[src/hdl/density_gated_random_value_core_defines.svh]
// Assertion macros shared by the density gated random value core.
// No dependencies; included by the modules that carry assertions.
`ifndef DENSITY_GATED_RANDOM_VALUE_CORE_DEFINES_SVH
`define DENSITY_GATED_RANDOM_VALUE_CORE_DEFINES_SVH

// same-cycle implication, sampled on i_clk, off during reset
`define DGRV_ASSERT_NOW(label, ante, cons) \
    label: assert property (@(posedge i_clk) disable iff (!i_rst_n) (ante) |-> (cons)) \
        else $error("dgrv assertion failed");

// next-cycle implication, sampled on i_clk, off during reset
`define DGRV_ASSERT_NEXT(label, ante, cons) \
    label: assert property (@(posedge i_clk) disable iff (!i_rst_n) (ante) |=> (cons)) \
        else $error("dgrv assertion failed");

`endif

[src/hdl/dgrv_pkg.sv]
// Package for the density gated random value core: widths, generator constants,
// and the command/status structs between controller and datapath. No dependencies.
package dgrv_pkg;

    localparam int FRAC_BITS  = 16;
    localparam int VAL_W      = FRAC_BITS + 1;
    localparam int DIFF_W     = VAL_W + 1;
    localparam int SPROD_W    = VAL_W + DIFF_W;

    localparam int STATE_W    = 31;
    localparam int MUL_W      = 16;
    localparam int PROD_W     = STATE_W + MUL_W;
    localparam int FRAC_SHIFT = STATE_W - FRAC_BITS;

    localparam logic [VAL_W-1:0]   ONE_Q       = {1'b1, {FRAC_BITS{1'b0}}};
    localparam logic [MUL_W-1:0]   LEHMER_MUL  = 16'd48271;
    localparam logic [STATE_W-1:0] LEHMER_MOD  = 31'h7FFF_FFFF;
    localparam logic [STATE_W-1:0] LEHMER_SEED = 31'd1;

    typedef struct packed {
        logic load_in;
        logic mul;
        logic red;
        logic test;
        logic frac;
        logic scale;
        logic load_out;
    } t_cmd;

    typedef struct packed {
        logic hit;
        logic out_free;
    } t_sts;

endpackage

[src/hdl/dgrv_dp.sv]
// Datapath: Lehmer generator with shared multiply and Mersenne fold, density
// register, range scaling and output word register. Depends on dgrv_pkg.
`include "density_gated_random_value_core_defines.svh"

module dgrv_dp import dgrv_pkg::*; (
    input  logic             i_clk,
    input  logic             i_rst_n,
    input  t_cmd             i_cmd,
    output t_sts             o_sts,
    input  logic             i_cfg_valid,
    input  logic [VAL_W-1:0] i_cfg_density,
    input  logic [VAL_W-1:0] i_range_low,
    input  logic [VAL_W-1:0] i_range_center,
    input  logic [VAL_W-1:0] i_range_high,
    output logic             o_out_valid,
    input  logic             i_out_ready,
    output logic [VAL_W-1:0] o_value,
    output logic             o_replaced
);

    logic [STATE_W-1:0]       r_state;
    logic [VAL_W-1:0]         r_density;
    logic [PROD_W-1:0]        r_prod;
    logic [FRAC_BITS-1:0]     r_frac;
    logic [VAL_W-1:0]         r_lo;
    logic [VAL_W-1:0]         r_center;
    logic signed [DIFF_W-1:0] r_diff;
    logic signed [SPROD_W-1:0] r_sprod;
    logic                     r_rep;
    logic                     r_out_valid;
    logic [VAL_W-1:0]         r_value;
    logic                     r_replaced;

    logic [STATE_W:0]         fold_sum;
    logic [STATE_W:0]         fold_red;
    logic [STATE_W-1:0]       x_m1;
    logic [FRAC_BITS-1:0]     frac_c;
    logic [VAL_W-1:0]         rand_val;
    logic [VAL_W-1:0]         n_density;

    // x*48271 mod (2^31-1): fold high part onto low part, one conditional subtract
    assign fold_sum = {{(STATE_W+1-(PROD_W-STATE_W)){1'b0}}, r_prod[PROD_W-1:STATE_W]}
                    + {1'b0, r_prod[STATE_W-1:0]};
    assign fold_red = (fold_sum >= {1'b0, LEHMER_MOD}) ? fold_sum - {1'b0, LEHMER_MOD}
                                                       : fold_sum;

    assign x_m1   = r_state - LEHMER_SEED;
    assign frac_c = x_m1[STATE_W-1:FRAC_SHIFT];

    assign rand_val  = r_lo + r_sprod[FRAC_BITS +: VAL_W];
    assign n_density = (i_cfg_density > ONE_Q) ? ONE_Q : i_cfg_density;

    assign o_sts.hit      = ({1'b0, frac_c} < r_density);
    assign o_sts.out_free = !r_out_valid || i_out_ready;

    always_ff @(posedge i_clk) begin
        if (!i_rst_n) begin
            r_state     <= LEHMER_SEED;
            r_density   <= '0;
            r_out_valid <= 1'b0;
        end else begin
            if (i_cfg_valid) begin
                r_density <= n_density;
            end
            if (i_cmd.red) begin
                r_state <= fold_red[STATE_W-1:0];
            end
            if (i_cmd.load_out) begin
                r_out_valid <= 1'b1;
            end else if (i_out_ready) begin
                r_out_valid <= 1'b0;
            end
        end
    end

    always_ff @(posedge i_clk) begin
        if (i_cmd.load_in) begin
            r_lo     <= i_range_low;
            r_center <= i_range_center;
            r_diff   <= $signed({1'b0, i_range_high}) - $signed({1'b0, i_range_low});
        end
        if (i_cmd.mul) begin
            r_prod <= PROD_W'(r_state) * PROD_W'(LEHMER_MUL);
        end
        if (i_cmd.test) begin
            r_rep <= o_sts.hit;
        end
        if (i_cmd.frac) begin
            r_frac <= frac_c;
        end
        if (i_cmd.scale) begin
            r_sprod <= SPROD_W'($signed({1'b0, r_frac})) * SPROD_W'(r_diff);
        end
        if (i_cmd.load_out) begin
            r_value    <= r_rep ? rand_val : r_center;
            r_replaced <= r_rep;
        end
    end

    assign o_out_valid = r_out_valid;
    assign o_value     = r_value;
    assign o_replaced  = r_replaced;

    `DGRV_ASSERT_NOW(a_state_nonzero, 1'b1, (r_state != '0) && (r_state != LEHMER_MOD))
    `DGRV_ASSERT_NOW(a_density_sat, 1'b1, r_density <= ONE_Q)
    `DGRV_ASSERT_NOW(a_no_overwrite, i_cmd.load_out, !r_out_valid || i_out_ready)
    `DGRV_ASSERT_NEXT(a_red_moves, i_cmd.red, r_state != $past(r_state))

endmodule

[src/hdl/dgrv_ctrl.sv]
// Controller: one-hot sequencer over the draw, test, second draw, scale and
// output steps. Depends on dgrv_pkg.
`include "density_gated_random_value_core_defines.svh"

module dgrv_ctrl import dgrv_pkg::*; (
    input  logic i_clk,
    input  logic i_rst_n,
    input  logic i_in_valid,
    output logic o_in_ready,
    input  t_sts i_sts,
    output t_cmd o_cmd
);

    typedef enum logic [8:0] {
        S_IDLE  = 9'b0_0000_0001,
        S_MUL1  = 9'b0_0000_0010,
        S_RED1  = 9'b0_0000_0100,
        S_TEST  = 9'b0_0000_1000,
        S_MUL2  = 9'b0_0001_0000,
        S_RED2  = 9'b0_0010_0000,
        S_FRAC2 = 9'b0_0100_0000,
        S_SCALE = 9'b0_1000_0000,
        S_DONE  = 9'b1_0000_0000
    } t_state;

    t_state r_st;
    t_state n_st;

    always_comb begin
        n_st  = r_st;
        o_cmd = '0;
        case (r_st)
            S_IDLE: begin
                o_cmd.load_in = i_in_valid;
                if (i_in_valid) n_st = S_MUL1;
            end
            S_MUL1: begin
                o_cmd.mul = 1'b1;
                n_st      = S_RED1;
            end
            S_RED1: begin
                o_cmd.red = 1'b1;
                n_st      = S_TEST;
            end
            S_TEST: begin
                o_cmd.test = 1'b1;
                n_st       = i_sts.hit ? S_MUL2 : S_DONE;
            end
            S_MUL2: begin
                o_cmd.mul = 1'b1;
                n_st      = S_RED2;
            end
            S_RED2: begin
                o_cmd.red = 1'b1;
                n_st      = S_FRAC2;
            end
            S_FRAC2: begin
                o_cmd.frac = 1'b1;
                n_st       = S_SCALE;
            end
            S_SCALE: begin
                o_cmd.scale = 1'b1;
                n_st        = S_DONE;
            end
            S_DONE: begin
                o_cmd.load_out = i_sts.out_free;
                if (i_sts.out_free) n_st = S_IDLE;
            end
            default: begin
                n_st = S_IDLE;
            end
        endcase
    end

    always_ff @(posedge i_clk) begin
        if (!i_rst_n) begin
            r_st <= S_IDLE;
        end else begin
            r_st <= n_st;
        end
    end

    assign o_in_ready = (r_st == S_IDLE) && i_rst_n;

    `DGRV_ASSERT_NEXT(a_accept_starts, i_in_valid && o_in_ready, r_st == S_MUL1)
    `DGRV_ASSERT_NOW(a_single_cmd, 1'b1, $onehot0(o_cmd))
    `DGRV_ASSERT_NEXT(a_miss_to_done, (r_st == S_TEST) && !i_sts.hit, r_st == S_DONE)

endmodule

[src/hdl/density_gated_random_value_core.sv]
// Density gated random value core: minimal-standard Lehmer generator gating center vs range.
// Sequence: accept, draw, density test; a miss writes the center to the output word, a hit
// writes a second draw scaled into the range. The next range waits until the word is written.
// The output register lets the next word be accepted while a result waits.
// Reset (synchronous, active low): generator seed 1, density 0, output empty.
// Depends on dgrv_pkg, dgrv_ctrl, dgrv_dp.
module density_gated_random_value_core import dgrv_pkg::*; (
    input  logic             i_clk,
    input  logic             i_rst_n,
    input  logic             i_cfg_valid,
    output logic             o_cfg_ready,
    input  logic [VAL_W-1:0] i_cfg_density,
    input  logic             i_in_valid,
    output logic             o_in_ready,
    input  logic [VAL_W-1:0] i_range_low,
    input  logic [VAL_W-1:0] i_range_center,
    input  logic [VAL_W-1:0] i_range_high,
    output logic             o_out_valid,
    input  logic             i_out_ready,
    output logic [VAL_W-1:0] o_value,
    output logic             o_replaced
);

    t_cmd cmd;
    t_sts sts;

    assign o_cfg_ready = i_rst_n;

    dgrv_ctrl u_ctrl (
        .i_clk      (i_clk),
        .i_rst_n    (i_rst_n),
        .i_in_valid (i_in_valid),
        .o_in_ready (o_in_ready),
        .i_sts      (sts),
        .o_cmd      (cmd)
    );

    dgrv_dp u_dp (
        .i_clk          (i_clk),
        .i_rst_n        (i_rst_n),
        .i_cmd          (cmd),
        .o_sts          (sts),
        .i_cfg_valid    (i_cfg_valid),
        .i_cfg_density  (i_cfg_density),
        .i_range_low    (i_range_low),
        .i_range_center (i_range_center),
        .i_range_high   (i_range_high),
        .o_out_valid    (o_out_valid),
        .i_out_ready    (i_out_ready),
        .o_value        (o_value),
        .o_replaced     (o_replaced)
    );

endmodule
[config.mk]
export PLATFORM = sky130hd
export DESIGN_NAME = density_gated_random_value_core
export DESIGN_NICKNAME = d
export VERILOG_FILES = /design/src/hdl/dgrv_pkg.sv /design/src/hdl/dgrv_dp.sv /design/src/hdl/dgrv_ctrl.sv /design/src/hdl/density_gated_random_value_core.sv
export VERILOG_INCLUDE_DIRS = /design/src /design/src/hdl
export SDC_FILE = /design/constraint.sdc
export NUM_CORES = 2
export LEC_CHECK = 0
export ABC_AREA = 1
export BUFFER_PORTS_ARGS = -buffer_cell sky130_fd_sc_hd__buf_2
export CAP_MARGIN = 40
export CORE_MARGIN = 5
export CORE_UTILIZATION = 60
export DETAILED_ROUTE_END_ITERATION = 12
export PLACE_DENSITY = 0.74
export SLEW_MARGIN = 5
export SYNTH_ARGS = -nofsm -noshare
export SYNTH_HDL_FRONTEND = slang
export SYNTH_SLANG_ARGS = --single-unit
[constraint.sdc]
create_clock -name i_clk -period 14.29 [get_ports i_clk]
set_clock_uncertainty 0.2 [all_clocks]
set_input_delay 0.7145 -clock i_clk [delete_from_list [all_inputs] [get_ports i_clk]]
set_output_delay 0.7145 -clock i_clk [all_outputs]
set_load 0.1 [all_outputs]
==> flow_summary.json <==
{
  "status": "finished, final reports clean",
  "clk_pin_slew_worst_paths_ns": 0.07,
  "die_w_um": 241,
  "post_cts_resized": 0,
  "drt-total-wl_mm": 83.4,
  "path_class": "reg2reg",
  "grt_busiest_layer": "met2",
  "ys_warn_count": 0,
  "nNetsFinal": 4769,
  "reg2reg_from": "u_dp.r_state[8]$_SDFFE_PN0P_",
  "synth_cell_types": 56,
  "worstMarginPinSlew_ns": 0.915,
  "vias_per_cell": 5.38,
  "cp-end-kind": "register",
  "startpoint": "u_dp.r_state[8]$_SDFFE_PN0P_",
  "cp-start-kind": "register",
  "report.final.slew_viol_count": 0,
  "ys.flop_type": "edfxtp_1",
  "gr-total-overflow": 0,
  "min_path_type": "in2reg",
  "htreeDepth": 1,
  "numCtsBuffers": 26,
  "fin_crit_sh": 0.492,
  "dp_hpwl_mm": 70.3,
  "period_needed_ns": 7.03,
  "required_ns": 14.39,
  "dr.pass1.iters": 9,
  "grt_max_degree": 60,
  "hold_violations": 0,
  "area_delta_synth_final_pct": 6.00,
  "slowest_stage": "fa_1",
  "cts_setup_buffers": 0,
  "grt.total_usage": 0.294,
  "io_buffers": 93,
  "cpMostUsedCell": "fa_1",
  "hp-start": "i_range_center[13]",
  "synth_edf_count": 151,
  "synth_area_per_cell_um2": 8.40,
  "drt_iter0_markers": 1743,
  "ys_seq_area_frac": 0.178,
  "holdPathStages": 1,
  "die_y_um": 241,
  "wl_per_cell_um": 18.3,
  "synthArstFlopShare": 0,
  "grt_pass1_vias": 25100,
  "rsz0062_at_grt": "false",
  "drc": 0,
  "antenna_found_initial": 0,
  "drtAntennaViolNets": 0,
  "maxSlewHeadroom": 0.384,
  "use_met3": 0.0732,
  "synth_nets": 4727,
  "crit_chain": "inv_1 -> fa_1 -> inv_1 -> fa_1 -> fa_1 -> fa_1 -> fa_1 -> inv_1 -> fa_1 -> inv_1 -> ha_1 -> nand2_1 -> nor2_1 -> inv_1 -> nor3_1 -> a21oi_1 -> o21ai_0 -> nand2_1 -> nand2_1 -> a21oi_1 -> xnor2_1",
  "drv_cap": 0,
  "mostFrequentLayoutCell": "inv_1",
  "ys_seq_elements": 209,
  "cts_sinks": 209,
  "fillerInstances": 4491,
  "fin_area_um2": 34000,
  "use_met2": 0.459,
  "root_buffer": "clkbuf_16",
  "drive_above_1_share": 0.0513,
  "final_cell_mix": "1022 x inv_1, 755 x nand2_1, 470 x fa_1",
  "initial_core_util": 0.608,
  "yosys.area.top_type": "fa_1",
  "vias": 24600,
  "num_antenna_cells": 0,
  "final_util": 0.644,
  "postCtsHoldBufs": 0,
  "clock_latency_ns": 0.57,
  "cts_tree": "yes",
  "dpl-instance-area_um2": 33100,
  "syn_inst": 3816,
  "multiInputGateArea_um2": 22100,
  "fmax_ghz": 0.142,
  "gp_congestion": 0.965,
  "grt_use_met1": 0.413,
  "setup_tns_ns": 0,
  "setup_viol": 0,
  "core-area_um2": 52800,
  "ff_latch_area_um2": 5700,
  "grt_pass1_wl_mm": 134,
  "ff2ff_path_depth": 21,
  "path_max_fanout": 7,
  "synth_top_area_share": 0.293,
  "clockBufferDepth": 3,
  "io_pins": 94,
  "netlist_area_um2": 32100,
  "placementRows": 84,
  "cp.arrival_ns": 7.13,
  "cpPeakStageDelay_ns": 0.64,
  "fp.dieArea_um2": 58200,
  "ys_top_cells_by_area": "fa_1 29%, ha_1 14%, edfxtp_1 14%"
}
-- registers in the layout, summed over array words and instances (netlist names), 9 cells and up --
signal / flops
u_dp.r_lo: 17
u_ctrl.r_st: 9
u_dp.r_frac: 16
u_dp.r_sprod: 17
u_dp.r_state: 31
u_dp.o_value: 17
u_dp.r_prod: 47
u_dp.r_diff: 18
u_dp.r_density: 17
u_dp.r_center: 17
-- critical path, delay by kind of cell (launching register included) --
| kind | cells | cell delay (ns) |
|---|---|---|
| buffers and inverters | 5 | 0.46 |
| flip-flops | 1 | 0.53 |
| AO/OA/AOI/OAI | 3 | 0.81 |
| adder cells (fa/ha/maj) | 7 | 3.69 |
| AND/OR/NAND/NOR | 5 | 0.93 |
| XOR/XNOR | 1 | 0.14 |
-- metrics by stage --
stage                     hold slack (ns)  worst slack (ns)  cells
after floorplan                     0.246              8.33   3816
after global placement              0.266              7.39   4517
after detailed placement            0.277              7.44   4518
after CTS                           0.100              7.39   4566
after global routing                0.104              7.04   4566
final                               0.132              7.26   4566
-- synth_stat cells (all sizes together) (4+ instances only) --
master  number
a211oi      17
a21boi       5
a21oi      173
a31oi       25
buf         12
clkbuf      76
dfxtp       58
edfxtp     151
fa         470
ha         368
inv       1034
nand2      774
nand3      107
nand3b       7
nand4       38
nor2       159
nor3        30
nor4        18
o211ai       5
o21a        13
o21ai      100
o21bai       4
o31ai        6
or2          6
xnor2       44
xor2        91
-- final cells by class --
class | instances | area share
inverter | 1036 | 0.114
timing repair buffer | 102 | 0.0157
tap | 688 | 0.0253
multi-input combinational | 2483 | 0.651
sequential | 209 | 0.168
clock buffer | 37 | 0.0225
clock inverter | 11 | 0.00331
-- layer usage --
layer | routed length (µm) | part of all wire
met1 | 35300 | 0.42
met3 | 7670 | 0.092
met5 | 0 | 0
met2 | 37700 | 0.45
met4 | 2670 | 0.032
-- path summary, 6_finish.rpt --
check	endpoint	slack [ns]
hold reg to reg	u_dp.r_density[9]$_SDFFE_PN0P_	0.29
setup / recovery	u_dp.r_prod[41]$_DFFE_PP_	7.26
setup reg to reg	u_dp.r_prod[41]$_DFFE_PP_	7.26
hold / removal	u_dp.r_center[13]$_DFFE_PP_	0.13
-- kinds of logic (layout without fill, tap and decap cells) --
logic type	after synthesis	in the layout	synth area share
compound gates	364	364	0.0639
xor+xnor	135	135	0.0379
fa+ha+maj	838	838	0.437
buf+inv	1124	1186	0.133
flops	209	209	0.178
simple gates	1146	1146	0.151
Power is left out: the tool's default activity adds up to more than one toggle a clock period on the data nets, which glitch-free logic cannot reach.
